File: src/rtl/abp_pkg.sv
package abp_pkg;

    localparam int LEVEL_W    = 16;
    localparam int SPEED_W    = 16;
    localparam int RATE_W     = 17;
    localparam int WAIT_W     = 32;
    localparam int RATE_FRAC  = 16;
    localparam int UNIT_SHIFT = 8;

    localparam int CFG_IDX_W  = 3;
    localparam int CFG_DATA_W = 32;

    localparam int PROD_W     = SPEED_W + LEVEL_W;
    localparam int STEP_W     = SPEED_W + RATE_W;
    localparam int DIVIDEND_W = WAIT_W + UNIT_SHIFT;
    localparam int DIVISOR_W  = LEVEL_W + 1;
    localparam int DIV_STEPS  = DIVIDEND_W / 2;

    localparam logic [CFG_IDX_W-1:0] CFG_MIN_SPEED  = 3'd0;
    localparam logic [CFG_IDX_W-1:0] CFG_MAX_SPEED  = 3'd1;
    localparam logic [CFG_IDX_W-1:0] CFG_RAMP_UP    = 3'd2;
    localparam logic [CFG_IDX_W-1:0] CFG_RAMP_DOWN  = 3'd3;
    localparam logic [CFG_IDX_W-1:0] CFG_BASE_WAIT  = 3'd4;
    localparam logic [CFG_IDX_W-1:0] CFG_DEPTH_GOAL = 3'd5;

    localparam logic [SPEED_W-1:0] MIN_SPEED_RST  = 16'd256;
    localparam logic [SPEED_W-1:0] MAX_SPEED_RST  = 16'd1024;
    localparam logic [RATE_W-1:0]  RAMP_UP_RST    = 17'd16384;
    localparam logic [RATE_W-1:0]  RAMP_DOWN_RST  = 17'd6554;
    localparam logic [WAIT_W-1:0]  BASE_WAIT_RST  = 32'd16666667;
    localparam logic [LEVEL_W-1:0] DEPTH_GOAL_RST = 16'd0;
    localparam logic [SPEED_W-1:0] UNIT_SPEED     = 16'd256;

    typedef enum logic [3:0] {
        ST_IDLE,
        ST_MUL,
        ST_DIV1_GO,
        ST_DIV1_RUN,
        ST_DESIRE,
        ST_STEP_MUL,
        ST_STEP_UPD,
        ST_DIV2_GO,
        ST_DIV2_RUN,
        ST_DONE
    } abp_state_t;

    typedef struct packed {
        logic load_level;
        logic mul_backlog;
        logic div_start;
        logic div_sel;
        logic take_desired;
        logic mul_step;
        logic upd_speed;
        logic load_out;
    } abp_cmd_t;

    typedef struct packed {
        logic div_busy;
        logic div_done;
    } abp_stat_t;

endpackage

File: src/rtl/abp_if.sv
interface abp_in_if;
    logic                         valid;
    logic                         ready;
    logic [abp_pkg::LEVEL_W-1:0]  queue_level;

    modport source (output valid, output queue_level, input ready);
    modport sink   (input valid, input queue_level, output ready);
endinterface

interface abp_out_if;
    logic                         valid;
    logic                         ready;
    logic [abp_pkg::WAIT_W-1:0]   wait_ns;
    logic [abp_pkg::SPEED_W-1:0]  speed_now;

    modport source (output valid, output wait_ns, output speed_now, input ready);
    modport sink   (input valid, input wait_ns, input speed_now, output ready);
endinterface

File: src/rtl/abp_div.sv
module abp_div (
    input  logic                            clk,
    input  logic                            rst_n,
    input  logic                            start,
    input  logic [abp_pkg::DIVIDEND_W-1:0]  dividend,
    input  logic [abp_pkg::DIVISOR_W-1:0]   divisor,
    output logic                            busy,
    output logic                            done,
    output logic [abp_pkg::DIVIDEND_W-1:0]  quotient
);
    import abp_pkg::*;

    localparam int CNT_W = $clog2(DIV_STEPS);
    localparam logic [CNT_W-1:0] CNT_LAST = CNT_W'(DIV_STEPS - 1);

    logic [DIVISOR_W-1:0]  rem_reg, rem_next;
    logic [DIVISOR_W-1:0]  dsr_reg, dsr_next;
    logic [DIVIDEND_W-1:0] quo_reg, quo_next;
    logic [CNT_W-1:0]      cnt_reg, cnt_next;
    logic                  busy_reg, busy_next;
    logic                  done_reg, done_next;
    logic [DIVISOR_W:0]    s1, s2;

    function automatic logic [DIVISOR_W:0] div_bit(
        input logic [DIVISOR_W-1:0] r,
        input logic                 b,
        input logic [DIVISOR_W-1:0] d
    );
        logic [DIVISOR_W:0] t;
        logic [DIVISOR_W:0] diff;
        t    = {r, b};
        diff = t - {1'b0, d};
        if (t >= {1'b0, d})
        begin
            div_bit = {1'b1, diff[DIVISOR_W-1:0]};
        end
        else
        begin
            div_bit = {1'b0, t[DIVISOR_W-1:0]};
        end
    endfunction

    // two quotient bits per cycle
    always_comb
    begin
        s1 = div_bit(rem_reg, quo_reg[DIVIDEND_W-1], dsr_reg);
        s2 = div_bit(s1[DIVISOR_W-1:0], quo_reg[DIVIDEND_W-2], dsr_reg);
    end

    always_comb
    begin
        rem_next  = rem_reg;
        dsr_next  = dsr_reg;
        quo_next  = quo_reg;
        cnt_next  = cnt_reg;
        busy_next = busy_reg;
        done_next = 1'b0;
        if (start && !busy_reg)
        begin
            rem_next  = '0;
            dsr_next  = divisor;
            quo_next  = dividend;
            cnt_next  = '0;
            busy_next = 1'b1;
        end
        else if (busy_reg)
        begin
            rem_next = s2[DIVISOR_W-1:0];
            quo_next = {quo_reg[DIVIDEND_W-3:0], s1[DIVISOR_W], s2[DIVISOR_W]};
            cnt_next = cnt_reg + 1'b1;
            if (cnt_reg == CNT_LAST)
            begin
                busy_next = 1'b0;
                done_next = 1'b1;
            end
        end
    end

    always_ff @(posedge clk or negedge rst_n)
    begin
        if (!rst_n)
        begin
            busy_reg <= 1'b0;
            done_reg <= 1'b0;
            cnt_reg  <= '0;
        end
        else
        begin
            busy_reg <= busy_next;
            done_reg <= done_next;
            cnt_reg  <= cnt_next;
        end
    end

    always_ff @(posedge clk)
    begin
        rem_reg <= rem_next;
        dsr_reg <= dsr_next;
        quo_reg <= quo_next;
    end

    assign busy     = busy_reg;
    assign done     = done_reg;
    assign quotient = quo_reg;

endmodule

File: src/rtl/abp_datapath.sv
module abp_datapath (
    input  logic                            clk,
    input  logic                            rst_n,
    input  logic                            cfg_we,
    input  logic [abp_pkg::CFG_IDX_W-1:0]   cfg_index,
    input  logic [abp_pkg::CFG_DATA_W-1:0]  cfg_wdata,
    input  logic [abp_pkg::LEVEL_W-1:0]     queue_level,
    input  abp_pkg::abp_cmd_t               cmd,
    output abp_pkg::abp_stat_t              stat,
    output logic [abp_pkg::WAIT_W-1:0]      wait_ns,
    output logic [abp_pkg::SPEED_W-1:0]     speed_now
);
    import abp_pkg::*;

    localparam int SUM_W  = DIVIDEND_W + 1;
    localparam int NEXT_W = SPEED_W + 3;

    logic [SPEED_W-1:0]    min_speed_reg, max_speed_reg;
    logic [RATE_W-1:0]     ramp_up_reg, ramp_down_reg;
    logic [WAIT_W-1:0]     base_wait_reg;
    logic [LEVEL_W-1:0]    depth_goal_reg;
    logic [SPEED_W-1:0]    speed_mult_reg, speed_mult_next;

    logic [LEVEL_W-1:0]    level_reg;
    logic [PROD_W-1:0]     prod_reg;
    logic [SPEED_W-1:0]    desired_reg, desired_next;
    logic [RATE_W-1:0]     rate_reg;
    logic [STEP_W-1:0]     step_prod_reg;
    logic                  neg_reg;
    logic [WAIT_W-1:0]     wait_reg;
    logic [SPEED_W-1:0]    speed_out_reg;

    logic                  over;
    logic [LEVEL_W-1:0]    backlog;
    logic [DIVIDEND_W-1:0] div_dividend, div_quotient;
    logic [DIVISOR_W-1:0]  div_divisor;
    logic                  div_busy, div_done;
    logic [SUM_W-1:0]      sum;
    logic                  gap_neg;
    logic [SPEED_W-1:0]    gap_mag;
    logic [RATE_W-1:0]     step;
    logic signed [NEXT_W-1:0] next_raw, next_lo, next_hi;
    logic [WAIT_W-1:0]     wait_sat;

    assign over    = level_reg > depth_goal_reg;
    assign backlog = level_reg - depth_goal_reg;

    always_comb
    begin
        if (cmd.div_sel)
        begin
            div_dividend = {base_wait_reg, UNIT_SHIFT'(0)};
            div_divisor  = {1'b0, speed_mult_reg};
        end
        else
        begin
            div_dividend = DIVIDEND_W'(prod_reg);
            div_divisor  = {1'b0, depth_goal_reg} + DIVISOR_W'(1);
        end
    end

    abp_div u_div (
        .clk      (clk),
        .rst_n    (rst_n),
        .start    (cmd.div_start),
        .dividend (div_dividend),
        .divisor  (div_divisor),
        .busy     (div_busy),
        .done     (div_done),
        .quotient (div_quotient)
    );

    assign stat.div_busy = div_busy;
    assign stat.div_done = div_done;

    always_comb
    begin
        sum = SUM_W'(min_speed_reg) + SUM_W'(div_quotient);
        if (!over)
        begin
            desired_next = min_speed_reg;
        end
        else if (sum > SUM_W'(max_speed_reg))
        begin
            desired_next = max_speed_reg;
        end
        else
        begin
            desired_next = sum[SPEED_W-1:0];
        end
    end

    assign gap_neg = desired_reg < speed_mult_reg;
    assign gap_mag = gap_neg ? (speed_mult_reg - desired_reg) : (desired_reg - speed_mult_reg);
    assign step    = step_prod_reg[STEP_W-1:RATE_FRAC];

    // clamp to min first, then to max
    always_comb
    begin
        if (neg_reg)
        begin
            next_raw = $signed(NEXT_W'(speed_mult_reg)) - $signed(NEXT_W'(step));
        end
        else
        begin
            next_raw = $signed(NEXT_W'(speed_mult_reg)) + $signed(NEXT_W'(step));
        end
        if (next_raw < $signed(NEXT_W'(min_speed_reg)))
        begin
            next_lo = $signed(NEXT_W'(min_speed_reg));
        end
        else
        begin
            next_lo = next_raw;
        end
        if (next_lo > $signed(NEXT_W'(max_speed_reg)))
        begin
            next_hi = $signed(NEXT_W'(max_speed_reg));
        end
        else
        begin
            next_hi = next_lo;
        end
        speed_mult_next = next_hi[SPEED_W-1:0];
    end

    assign wait_sat = (|div_quotient[DIVIDEND_W-1:WAIT_W]) ? '1 : div_quotient[WAIT_W-1:0];

    always_ff @(posedge clk or negedge rst_n)
    begin
        if (!rst_n)
        begin
            min_speed_reg  <= MIN_SPEED_RST;
            max_speed_reg  <= MAX_SPEED_RST;
            ramp_up_reg    <= RAMP_UP_RST;
            ramp_down_reg  <= RAMP_DOWN_RST;
            base_wait_reg  <= BASE_WAIT_RST;
            depth_goal_reg <= DEPTH_GOAL_RST;
            speed_mult_reg <= UNIT_SPEED;
        end
        else
        begin
            if (cfg_we)
            begin
                unique case (cfg_index)
                    CFG_MIN_SPEED:  min_speed_reg  <= cfg_wdata[SPEED_W-1:0];
                    CFG_MAX_SPEED:  max_speed_reg  <= cfg_wdata[SPEED_W-1:0];
                    CFG_RAMP_UP:    ramp_up_reg    <= cfg_wdata[RATE_W-1:0];
                    CFG_RAMP_DOWN:  ramp_down_reg  <= cfg_wdata[RATE_W-1:0];
                    CFG_BASE_WAIT:  base_wait_reg  <= cfg_wdata[WAIT_W-1:0];
                    CFG_DEPTH_GOAL: depth_goal_reg <= cfg_wdata[LEVEL_W-1:0];
                    default: ;
                endcase
            end
            if (cmd.upd_speed)
            begin
                speed_mult_reg <= speed_mult_next;
            end
        end
    end

    always_ff @(posedge clk)
    begin
        if (cmd.load_level)
        begin
            level_reg <= queue_level;
        end
        if (cmd.mul_backlog)
        begin
            prod_reg <= min_speed_reg * backlog;
        end
        if (cmd.take_desired)
        begin
            desired_reg <= desired_next;
            rate_reg    <= over ? ramp_up_reg : ramp_down_reg;
        end
        if (cmd.mul_step)
        begin
            step_prod_reg <= gap_mag * rate_reg;
            neg_reg       <= gap_neg;
        end
        if (cmd.load_out)
        begin
            wait_reg      <= wait_sat;
            speed_out_reg <= speed_mult_reg;
        end
    end

    assign wait_ns   = wait_reg;
    assign speed_now = speed_out_reg;

endmodule

File: src/rtl/abp_ctrl.sv
module abp_ctrl (
    input  logic                clk,
    input  logic                rst_n,
    input  logic                in_valid,
    output logic                in_ready,
    output logic                out_valid,
    input  logic                out_ready,
    input  abp_pkg::abp_stat_t  stat,
    output abp_pkg::abp_cmd_t   cmd
);
    import abp_pkg::*;

    abp_state_t state_reg, state_next;
    logic       out_valid_reg, out_valid_next;
    logic       out_free;

    assign out_free = !out_valid_reg || out_ready;

    always_comb
    begin
        state_next = state_reg;
        unique case (state_reg)
            ST_IDLE:     if (in_valid) state_next = ST_MUL;
            ST_MUL:      state_next = ST_DIV1_GO;
            ST_DIV1_GO:  state_next = ST_DIV1_RUN;
            ST_DIV1_RUN: if (stat.div_done) state_next = ST_DESIRE;
            ST_DESIRE:   state_next = ST_STEP_MUL;
            ST_STEP_MUL: state_next = ST_STEP_UPD;
            ST_STEP_UPD: state_next = ST_DIV2_GO;
            ST_DIV2_GO:  state_next = ST_DIV2_RUN;
            ST_DIV2_RUN: if (stat.div_done) state_next = ST_DONE;
            ST_DONE:     if (out_free) state_next = ST_IDLE;
            default:     state_next = ST_IDLE;
        endcase
    end

    always_comb
    begin
        cmd      = '0;
        in_ready = 1'b0;
        unique case (state_reg)
            ST_IDLE:
            begin
                in_ready       = 1'b1;
                cmd.load_level = in_valid;
            end
            ST_MUL:      cmd.mul_backlog = 1'b1;
            ST_DIV1_GO:  cmd.div_start = 1'b1;
            ST_DIV1_RUN: cmd.div_sel = 1'b0;
            ST_DESIRE:   cmd.take_desired = 1'b1;
            ST_STEP_MUL: cmd.mul_step = 1'b1;
            ST_STEP_UPD: cmd.upd_speed = 1'b1;
            ST_DIV2_GO:
            begin
                cmd.div_start = 1'b1;
                cmd.div_sel   = 1'b1;
            end
            ST_DIV2_RUN: cmd.div_sel = 1'b1;
            ST_DONE:     cmd.load_out = out_free;
            default:     cmd = '0;
        endcase
    end

    always_comb
    begin
        if (cmd.load_out)
        begin
            out_valid_next = 1'b1;
        end
        else if (out_ready)
        begin
            out_valid_next = 1'b0;
        end
        else
        begin
            out_valid_next = out_valid_reg;
        end
    end

    always_ff @(posedge clk or negedge rst_n)
    begin
        if (!rst_n)
        begin
            state_reg     <= ST_IDLE;
            out_valid_reg <= 1'b0;
        end
        else
        begin
            state_reg     <= state_next;
            out_valid_reg <= out_valid_next;
        end
    end

    assign out_valid = out_valid_reg;

    a_idle_no_div: assert property (@(posedge clk) disable iff (!rst_n)
        (state_reg == ST_IDLE) |-> !stat.div_busy)
        else $error("divider busy while idle");

    a_done_in_run: assert property (@(posedge clk) disable iff (!rst_n)
        stat.div_done |-> (state_reg == ST_DIV1_RUN || state_reg == ST_DIV2_RUN))
        else $error("division finished outside a run state");

    a_load_sets_valid: assert property (@(posedge clk) disable iff (!rst_n)
        cmd.load_out |=> out_valid_reg)
        else $error("result load lost");

endmodule

File: src/rtl/adaptive_backlog_pacer_core.sv
// A result is loaded into the output register after its second division finishes and that register is free.
// Requests are handled one at a time: the shared radix-4 divider runs two divisions per
//   request, with control steps around them, before the next request can be taken.
// A finished result waits in the output register; the next request is taken meanwhile.
// Reset (rst_n, async, active low): control state and configuration registers return to defaults, speed to 1.0.
module adaptive_backlog_pacer_core (
    input  logic                            clk,
    input  logic                            rst_n,
    input  logic                            cfg_we,
    input  logic [abp_pkg::CFG_IDX_W-1:0]   cfg_index,
    input  logic [abp_pkg::CFG_DATA_W-1:0]  cfg_wdata,
    abp_in_if.sink                          in_ch,
    abp_out_if.source                       out_ch
);
    import abp_pkg::*;

    abp_cmd_t  cmd;
    abp_stat_t stat;

    abp_ctrl u_ctrl (
        .clk       (clk),
        .rst_n     (rst_n),
        .in_valid  (in_ch.valid),
        .in_ready  (in_ch.ready),
        .out_valid (out_ch.valid),
        .out_ready (out_ch.ready),
        .stat      (stat),
        .cmd       (cmd)
    );

    abp_datapath u_datapath (
        .clk         (clk),
        .rst_n       (rst_n),
        .cfg_we      (cfg_we),
        .cfg_index   (cfg_index),
        .cfg_wdata   (cfg_wdata),
        .queue_level (in_ch.queue_level),
        .cmd         (cmd),
        .stat        (stat),
        .wait_ns     (out_ch.wait_ns),
        .speed_now   (out_ch.speed_now)
    );

endmodule
File: src/flat_wrapper.sv
// flat-port wrapper written by rule: the top's interface ports become plain ports
module adaptive_backlog_pacer_core_flat import abp_pkg::*;
  (clk, rst_n, cfg_we, cfg_index, cfg_wdata, in_ch_valid, in_ch_queue_level, in_ch_ready, out_ch_valid, out_ch_wait_ns, out_ch_speed_now, out_ch_ready);
  abp_in_if in_ch_i ();
  abp_out_if out_ch_i ();
  input  logic clk;
  input  logic rst_n;
  input  logic cfg_we;
  input  logic [abp_pkg::CFG_IDX_W-1:0] cfg_index;
  input  logic [abp_pkg::CFG_DATA_W-1:0] cfg_wdata;
  input wire logic [$bits(in_ch_i.valid)-1:0] in_ch_valid;
  input wire logic [$bits(in_ch_i.queue_level)-1:0] in_ch_queue_level;
  output wire logic [$bits(in_ch_i.ready)-1:0] in_ch_ready;
  output wire logic [$bits(out_ch_i.valid)-1:0] out_ch_valid;
  output wire logic [$bits(out_ch_i.wait_ns)-1:0] out_ch_wait_ns;
  output wire logic [$bits(out_ch_i.speed_now)-1:0] out_ch_speed_now;
  input wire logic [$bits(out_ch_i.ready)-1:0] out_ch_ready;
  assign in_ch_i.valid = in_ch_valid;
  assign in_ch_i.queue_level = in_ch_queue_level;
  assign in_ch_ready = in_ch_i.ready;
  assign out_ch_valid = out_ch_i.valid;
  assign out_ch_wait_ns = out_ch_i.wait_ns;
  assign out_ch_speed_now = out_ch_i.speed_now;
  assign out_ch_i.ready = out_ch_ready;
  adaptive_backlog_pacer_core u_core (.clk(clk), .rst_n(rst_n), .cfg_we(cfg_we), .cfg_index(cfg_index), .cfg_wdata(cfg_wdata), .in_ch(in_ch_i), .out_ch(out_ch_i));
endmodule
File: config.mk
export PLATFORM = sky130hd
export DESIGN_NAME = adaptive_backlog_pacer_core_flat
export DESIGN_NICKNAME = d
export VERILOG_FILES = /design/src/rtl/abp_pkg.sv /design/src/rtl/abp_if.sv /design/src/rtl/abp_div.sv /design/src/rtl/abp_datapath.sv /design/src/rtl/abp_ctrl.sv /design/src/rtl/adaptive_backlog_pacer_core.sv /design/src/flat_wrapper.sv
export SDC_FILE = /design/constraint.sdc
export NUM_CORES = 2
export LEC_CHECK = 0
export BUFFER_PORTS_ARGS = -buffer_cell sky130_fd_sc_hd__buf_2
export CAP_MARGIN = 20
export CELL_PAD_IN_SITES_DETAIL_PLACEMENT = 1
export CELL_PAD_IN_SITES_GLOBAL_PLACEMENT = 2
export CORE_ASPECT_RATIO = 1.75
export CORE_MARGIN = 2
export CORE_UTILIZATION = 40
export CTS_BUF_LIST = sky130_fd_sc_hd__clkbuf_8
export DETAILED_ROUTE_END_ITERATION = 10
export PLACE_DENSITY_LB_ADDON = 0.05
export SLEW_MARGIN = 20
export SYNTH_ARGS = -nofsm -noshare
export SYNTH_HDL_FRONTEND = slang
export SYNTH_SLANG_ARGS = --single-unit
export TNS_END_PERCENT = 30
File: constraint.sdc
create_clock -name clk -period 17.8 [get_ports clk]
set_input_delay 2.67 -clock clk [delete_from_list [all_inputs] [get_ports clk]]
set_output_delay 2.67 -clock clk [all_outputs]
set_load 0.05 [all_outputs]
After elaboration in Yosys (flattened, before gate mapping)
Index checks and enable logic that the tools add are counted.
{ "op_classes": {"add_sub_neg": 10, "n_mul": 2, "order_cmp": 7, "eq_ne": 19, "muxes": 37, "n_reduce_logical": 18} }
{ "op_table": {"columns": ["operator", "n"], "rows": [
  ["2-to-1 mux 40 bit", 3],
  ["2-to-1 mux 16 bit", 5],
  ["subtractor 16 bit", 3],
  ["adder 16 x 40 -> 41 bit", 1],
  ["greater-than comparator 41 x 16 -> 1 bit", 1],
  ["one-hot mux 4 bit (10 select lines)", 1],
  ["2-to-1 mux 19 bit", 2],
  ["greater-or-equal comparator 18 x 17 -> 1 bit", 2],
  ["2-to-1 mux 18 bit", 2],
  ["subtractor 17 bit", 2],
  ["multiplier 16 x 17 -> 33 bit", 1],
  ["multiplier 16 x 16 -> 32 bit", 1],
  ["greater-than comparator 19 x 17 -> 1 bit", 1],
  ["less-than comparator 19 x 17 -> 1 bit", 1],
  ["adder 16 x 17 -> 18 bit", 1],
  ["subtractor 16 x 17 -> 18 bit", 1],
  ["adder 16 x 1 -> 17 bit (second input constant)", 1],
  ["2-to-1 mux 1 bit", 17],
  ["2-to-1 mux 17 bit", 1],
  ["== test 4 x 3 -> 1 bit (second input constant)", 4],
  ["greater-than comparator 16 bit", 1],
  ["less-than comparator 16 bit", 1],
  ["2-to-1 mux 4 bit", 4],
  ["AND reduction 2 bit", 6],
  ["19 further kinds", 30]
]} }
{ "word_totals": {"ff_bits": 379, "input_bits": 56, "out_inout_bits": 50} }

Depth between registers and ports, before layout
{ "logic_depth": {"depth_word": 6, "ltp_mapped": 37, "mapped_depth_nobuf": 36} }

Modules after synthesis
Synthesis repeated with hierarchy kept, for this count alone.
{ "hier_totals": {"cells_unflattened": 4223, "hier_area_um2": 40391.2} }
{ "by_module_without_submodules": {"columns": ["mod", "n_inst", "cells_each", "area_each_um2", "seq_area_each_um2"], "rows": [
  ["abp_datapath", 1, 3685, 34758.3, 7697.4],
  ["abp_div", 1, 495, 5232.5, 2227.1],
  ["abp_ctrl", 1, 43, 400.4, 125.1]
]} }

Least setup slack after synthesis
Ideal clock, no wire load.
{ "synth_timing": {"path_kind": "register to register", "start": "reg u_core.u_datapath.depth_goal_reg[2]", "end": "reg u_core.u_datapath.prod_reg[30] (data pin)", "setup_ps": 259, "arrival_time_ps": 8532, "required_time_ps": 17541, "setup_slack_ps": 9008, "stages_incl_launch_ff": 32, "synth_period_minus_slack_ps": 8792, "cell_sequence": "dfrtp_1 -> inv_1 -> ha_1 -> nor2b_1 -> o21ai_1 -> a21boi_1 -> o31a_1 -> o41a_1 -> and4_1 -> nor3_1 -> clkbuf_1 -> nand2_1 -> fa_1 -> fa_1 -> inv_1 -> fa_1 -> fa_1 -> fa_1 -> inv_1 -> fa_1 -> inv_1 -> ha_1 -> a21o_1 -> a21o_1 -> a22o_1 -> a221oi_1 -> a21bo_2 -> a221o_1 -> a2111oi_0 -> nor3_1 -> a41oi_1 -> xnor2_1"} }
{ "synth_between": {"elab_chain_len": 2} }
{ "synth_lines": {"columns": ["item", "line_no", "source"], "rows": [
  ["start, declared", "abp_datapath.sv:21", "logic [LEVEL_W-1:0] depth_goal_reg;"],
  ["start signal, assigned", "abp_datapath.sv:151", "CFG_DEPTH_GOAL: depth_goal_reg <= cfg_wdata[LEVEL_W-1:0];"],
  ["subtractor 16 bit", "abp_datapath.sv:46", "assign backlog = level_reg - depth_goal_reg;"],
  ["multiplier 16 x 16 -> 32 bit", "abp_datapath.sv:170", "prod_reg <= min_speed_reg * backlog;"],
  ["end signal, assigned", "abp_datapath.sv:170", null],
  ["end, declared", "abp_datapath.sv:25", "logic [PROD_W-1:0] prod_reg;"]
]} }
No other way between the ends.
A chain may end at the register's enable or synchronous reset.

Final worst setup path
{ "layout_timing": {"start": "reg u_core.u_datapath.speed_mult_reg[15]", "end": "reg u_core.u_datapath.step_prod_reg[30] (data pin)"} }
{ "layout_between": {"elab_chain_len": 3, "word_cells_on_any_way": 5} }
{ "layout_lines": {"columns": ["item", "line_no", "source"], "rows": [
  ["start, declared", "abp_datapath.sv:22", "logic [SPEED_W-1:0] speed_mult_reg, speed_mult_next;"],
  ["start signal, assigned", "abp_datapath.sv:157", "speed_mult_reg <= speed_mult_next;"],
  ["subtractor 16 bit / less-than comparator 16 bit (equally long branches)", "abp_datapath.sv:94, abp_datapath.sv:93", null],
  ["2-to-1 mux 16 bit *", "abp_datapath.sv:94", "assign gap_mag = gap_neg ? (speed_mult_reg - desired_reg) : (desired_reg - speed_mult_reg);"],
  ["multiplier 16 x 17 -> 33 bit *", "abp_datapath.sv:179", "step_prod_reg <= gap_mag * rate_reg;"],
  ["end signal, assigned", "abp_datapath.sv:179", null],
  ["end, declared", "abp_datapath.sv:28", "logic [STEP_W-1:0] step_prod_reg;"]
]} }
Mark *: on every way between the ends. The rest lies on a longest branch, timed or not.

==> results by group <==
Status
  • Status: finished, final reports clean

Timing
  • Fmax: 0.0966 GHz
  • Final min period: 10.35 ns
  • Hold Slack: 0.493 ns
  • Setup_tns: 0 ns
  • Finish-stage setup viols: 0
  • Final period utilization: around 58%
  • Relative max-transition margin: 16.0%
  • RSZ-0062 raised after global routing: no
  • Setup Skew: around 0.056 ns
  • Hold Violations, Final: 0
  • Actual slew at the worst max-slew pin: 1.25 ns
  • Slew Viols, Final: 0

Synth
  • Synth warn: 0
  • Post-Syn Nets: about 5200
  • Post-synth EDFFs: 204
  • Synth async-reset ratio: 39.1%
  • Sequential area share after synthesis: 24.9%
  • Netlist cell types: 88
  • Yosys reg bits: 363
  • Post-synthesis cell count: 4349
  • Synthesized area per cell: 9.28 um2
  • Synthesized area: 40400 um2
  • Top FF cell, synth: edfxtp_1

Global routing
  • GR Util met1: 26.6%
  • Vias in the first global route: between 30000 and 40000
  • Met3 usage: ~2%
  • Total Routing Usage GR: 28.1%
  • Layer with the highest usage: met2
  • GR Util met2: ~58%
  • Grt ovf: 0
  • Global-route wire length before repair: 217 mm
  • Initial antenna violation count: 5
  • Maximum number of pins on one net before global-route repair: 62

Clock tree
  • Total CTS buffers: 58
  • CTS max path bufs: 3
  • Post-CTS sizing: 0
  • Setup Buffers After CTS: 0
  • H-tree Lvls: 2
  • Hold buffer count at CTS: 0
  • TritonCTS clock tree: yes
  • Worst-skew pair later-pin latency: about 0.73 ns
  • Reg clk slew, reported paths: 0.08 ns
  • Root buf cell: clkbuf_8
  • Clock sink count: 363

Min path
  • Hold Path Sink: u_core.u_datapath.u_div.rem_reg[13]
  • Worst hold start: u_core.u_datapath.u_div.rem_reg[13]
  • Hold Crit Depth: 2
  • Worst hold path class: register to register

Detailed routing
  • DR iter-0 viols: 1321
  • Detailed Route WL: 144 mm
  • Final ANT Viol Nets: 0
  • Vias/cell: 5.45
  • Drt wl/cell: 24.8 um
  • Drt first pass iters: 5
  • # DRC: 0
  • Via count: 31500

Finish
  • Filler cells: 11600
  • Register area: ~10000 um2
  • Core Util, Final: a little over two fifths
  • Final nets: 5263
  • Area grow syn2layout: 9.15%
  • Fraction of layout cells with a size suffix above 1: between 10% and 20%
  • Area taken by multi-input logic gates: 27400 um2
  • Max reg flops: 40

Flow run
  • Max-cap violations: 0

Floorplanning
  • Core Area: 100000 um2
  • Initial Util: approximately 40%
  • Die Ht: about 420 um
  • Die X: approximately 240 um
  • I/O pin cnt: 106
  • # rows: 154
  • Die Area: 104000 um2

Critical path
  • CP Capture Type: register
  • R2R setup slack: 7.45 ns
  • Biggest cell delay along the critical path: 0.60 ns
  • Arrival time worst endpoint: 10.78 ns
  • Required time worst endpoint: 18.23 ns
  • Max stage delay cell, worst path: a31oi_1
  • Crit-path leading delay family: compound AO/OA/AOI/OAI gates
  • R2R cell count: 34
  • Bufs and invs on worst path: 7
  • Critical path peak fanout: 36
  • Critical R2R Capture: u_core.u_datapath.step_prod_reg[30]
  • Source of the critical timing path: u_core.u_datapath.speed_mult_reg[15]
  • Most used cell, CP: fa_1
  • FF-to-FF Start: u_core.u_datapath.speed_mult_reg[15]
  • Startpoint Class: register
  • Crit Path Class: register to register

Place
  • RePlAce Congestion: 0.882
  • HPWL after DPL: 116 mm
  • Port bufs: about 110
## logic make-up after synthesis
| group | Yosys count | share of synthesized area [%] |
|---|---|---|
| and+or+nand+nor | 1371 | 16.4 |
| buffers and inverters | 810 | 7.58 |
| DFF | 363 | 24.9 |
| muxes | 175 | 4.69 |
| AOI/OAI and AO/OA | 694 | 11.2 |
| adders and majority gates | 794 | 32.2 |
| xor gates and xnor gates | 142 | 3.08 |
## worst max-delay path by stage
stage                                           to  slack [ns]  depth (start not counted)
5_1_grt        u_core.u_datapath.step_prod_reg[30]        6.85                         34
2_1_floorplan       u_core.u_datapath.prod_reg[30]        9.01                         31
6_report       u_core.u_datapath.step_prod_reg[30]        7.45                         34
4_1_cts        u_core.u_datapath.step_prod_reg[30]        7.37                         34
3_3_place_gp   u_core.u_datapath.step_prod_reg[30]        7.51                         34
3_5_place_dp   u_core.u_datapath.step_prod_reg[30]        7.41                         34
## synth_stat cells (all sizes together), types with 20 or more instances
cell / instances / area, um2
inv: 626 / 2350
nand2: 607 / 2280
fa: 409 / 8190
ha: 385 / 4820
and2: 208 / 1300
edfxtp: 204 / 6130
o21ai: 183 / 916
clkbuf: 167 / 628
nor2: 153 / 577
a21oi: 142 / 711
dfrtp: 118 / 2950
mux2: 114 / 1280
xnor2: 99 / 867
a21o: 96 / 721
nand3: 88 / 440
nand2b: 84 / 526
mux2i: 61 / 611
a31oi: 55 / 344
nor3: 46 / 230
xor2: 43 / 377
or2: 35 / 219
nor2b: 34 / 213
nand4: 30 / 188
o21bai: 29 / 218
o21a: 27 / 203
a211oi: 24 / 180
dfstp: 24 / 631
and3: 20 / 125
## per-layer routing
| layer | vias to the layer above | part of all wire (%) |
|---|---|---|
| met1 | 16200 | 33 |
| met3 | 291 | 2.0 |
| li1 | 14500 | - |
| met5 | - | 0 |
| met4 | 0 | 6.6 |
| met2 | 494 | 58 |
## area by class of cell
cell class              count  share of cell area (%)
repair buffers            187                    2.63
flip-flops and latches    363                    22.8
inverters                 627                    5.34
well taps                1326                    3.77
clock inverters            47                    1.36
multi-input cells        3176                    62.1
diodes                      2                  0.0114
clock buffers              63                    1.97
## placed cells by master, fill, tap and decap left out, drive strengths merged, types with 114 or more instances in the layout
master	netlist	layout
o21ai	183	183
and2	208	208
edfxtp	204	204
buf	16	187
nor2	153	153
dfrtp	118	118
mux2	114	114
ha	385	385
fa	409	409
inv	626	628
nand2	607	607
a21oi	142	142
## tightest hold or removal path, stage by stage, from the launching register on
cell and delay (ns):
dfxtp_1 0.33, nand2_1 0.05, o21ai_0 0.06
## through the flow
stage          area [um2]  cells  setup slack [ns]
6_report            44100   5791              7.45
5_1_grt             44100   5790              6.85
4_1_cts             44000   5788              7.37
3_5_place_dp        42600   5678              7.41
3_3_place_gp        42600   5678              7.51
2_1_floorplan       40400   4349              9.01
Power is left out: the tool's default activity adds up to more than one toggle a clock period on the data nets, which glitch-free logic cannot reach.
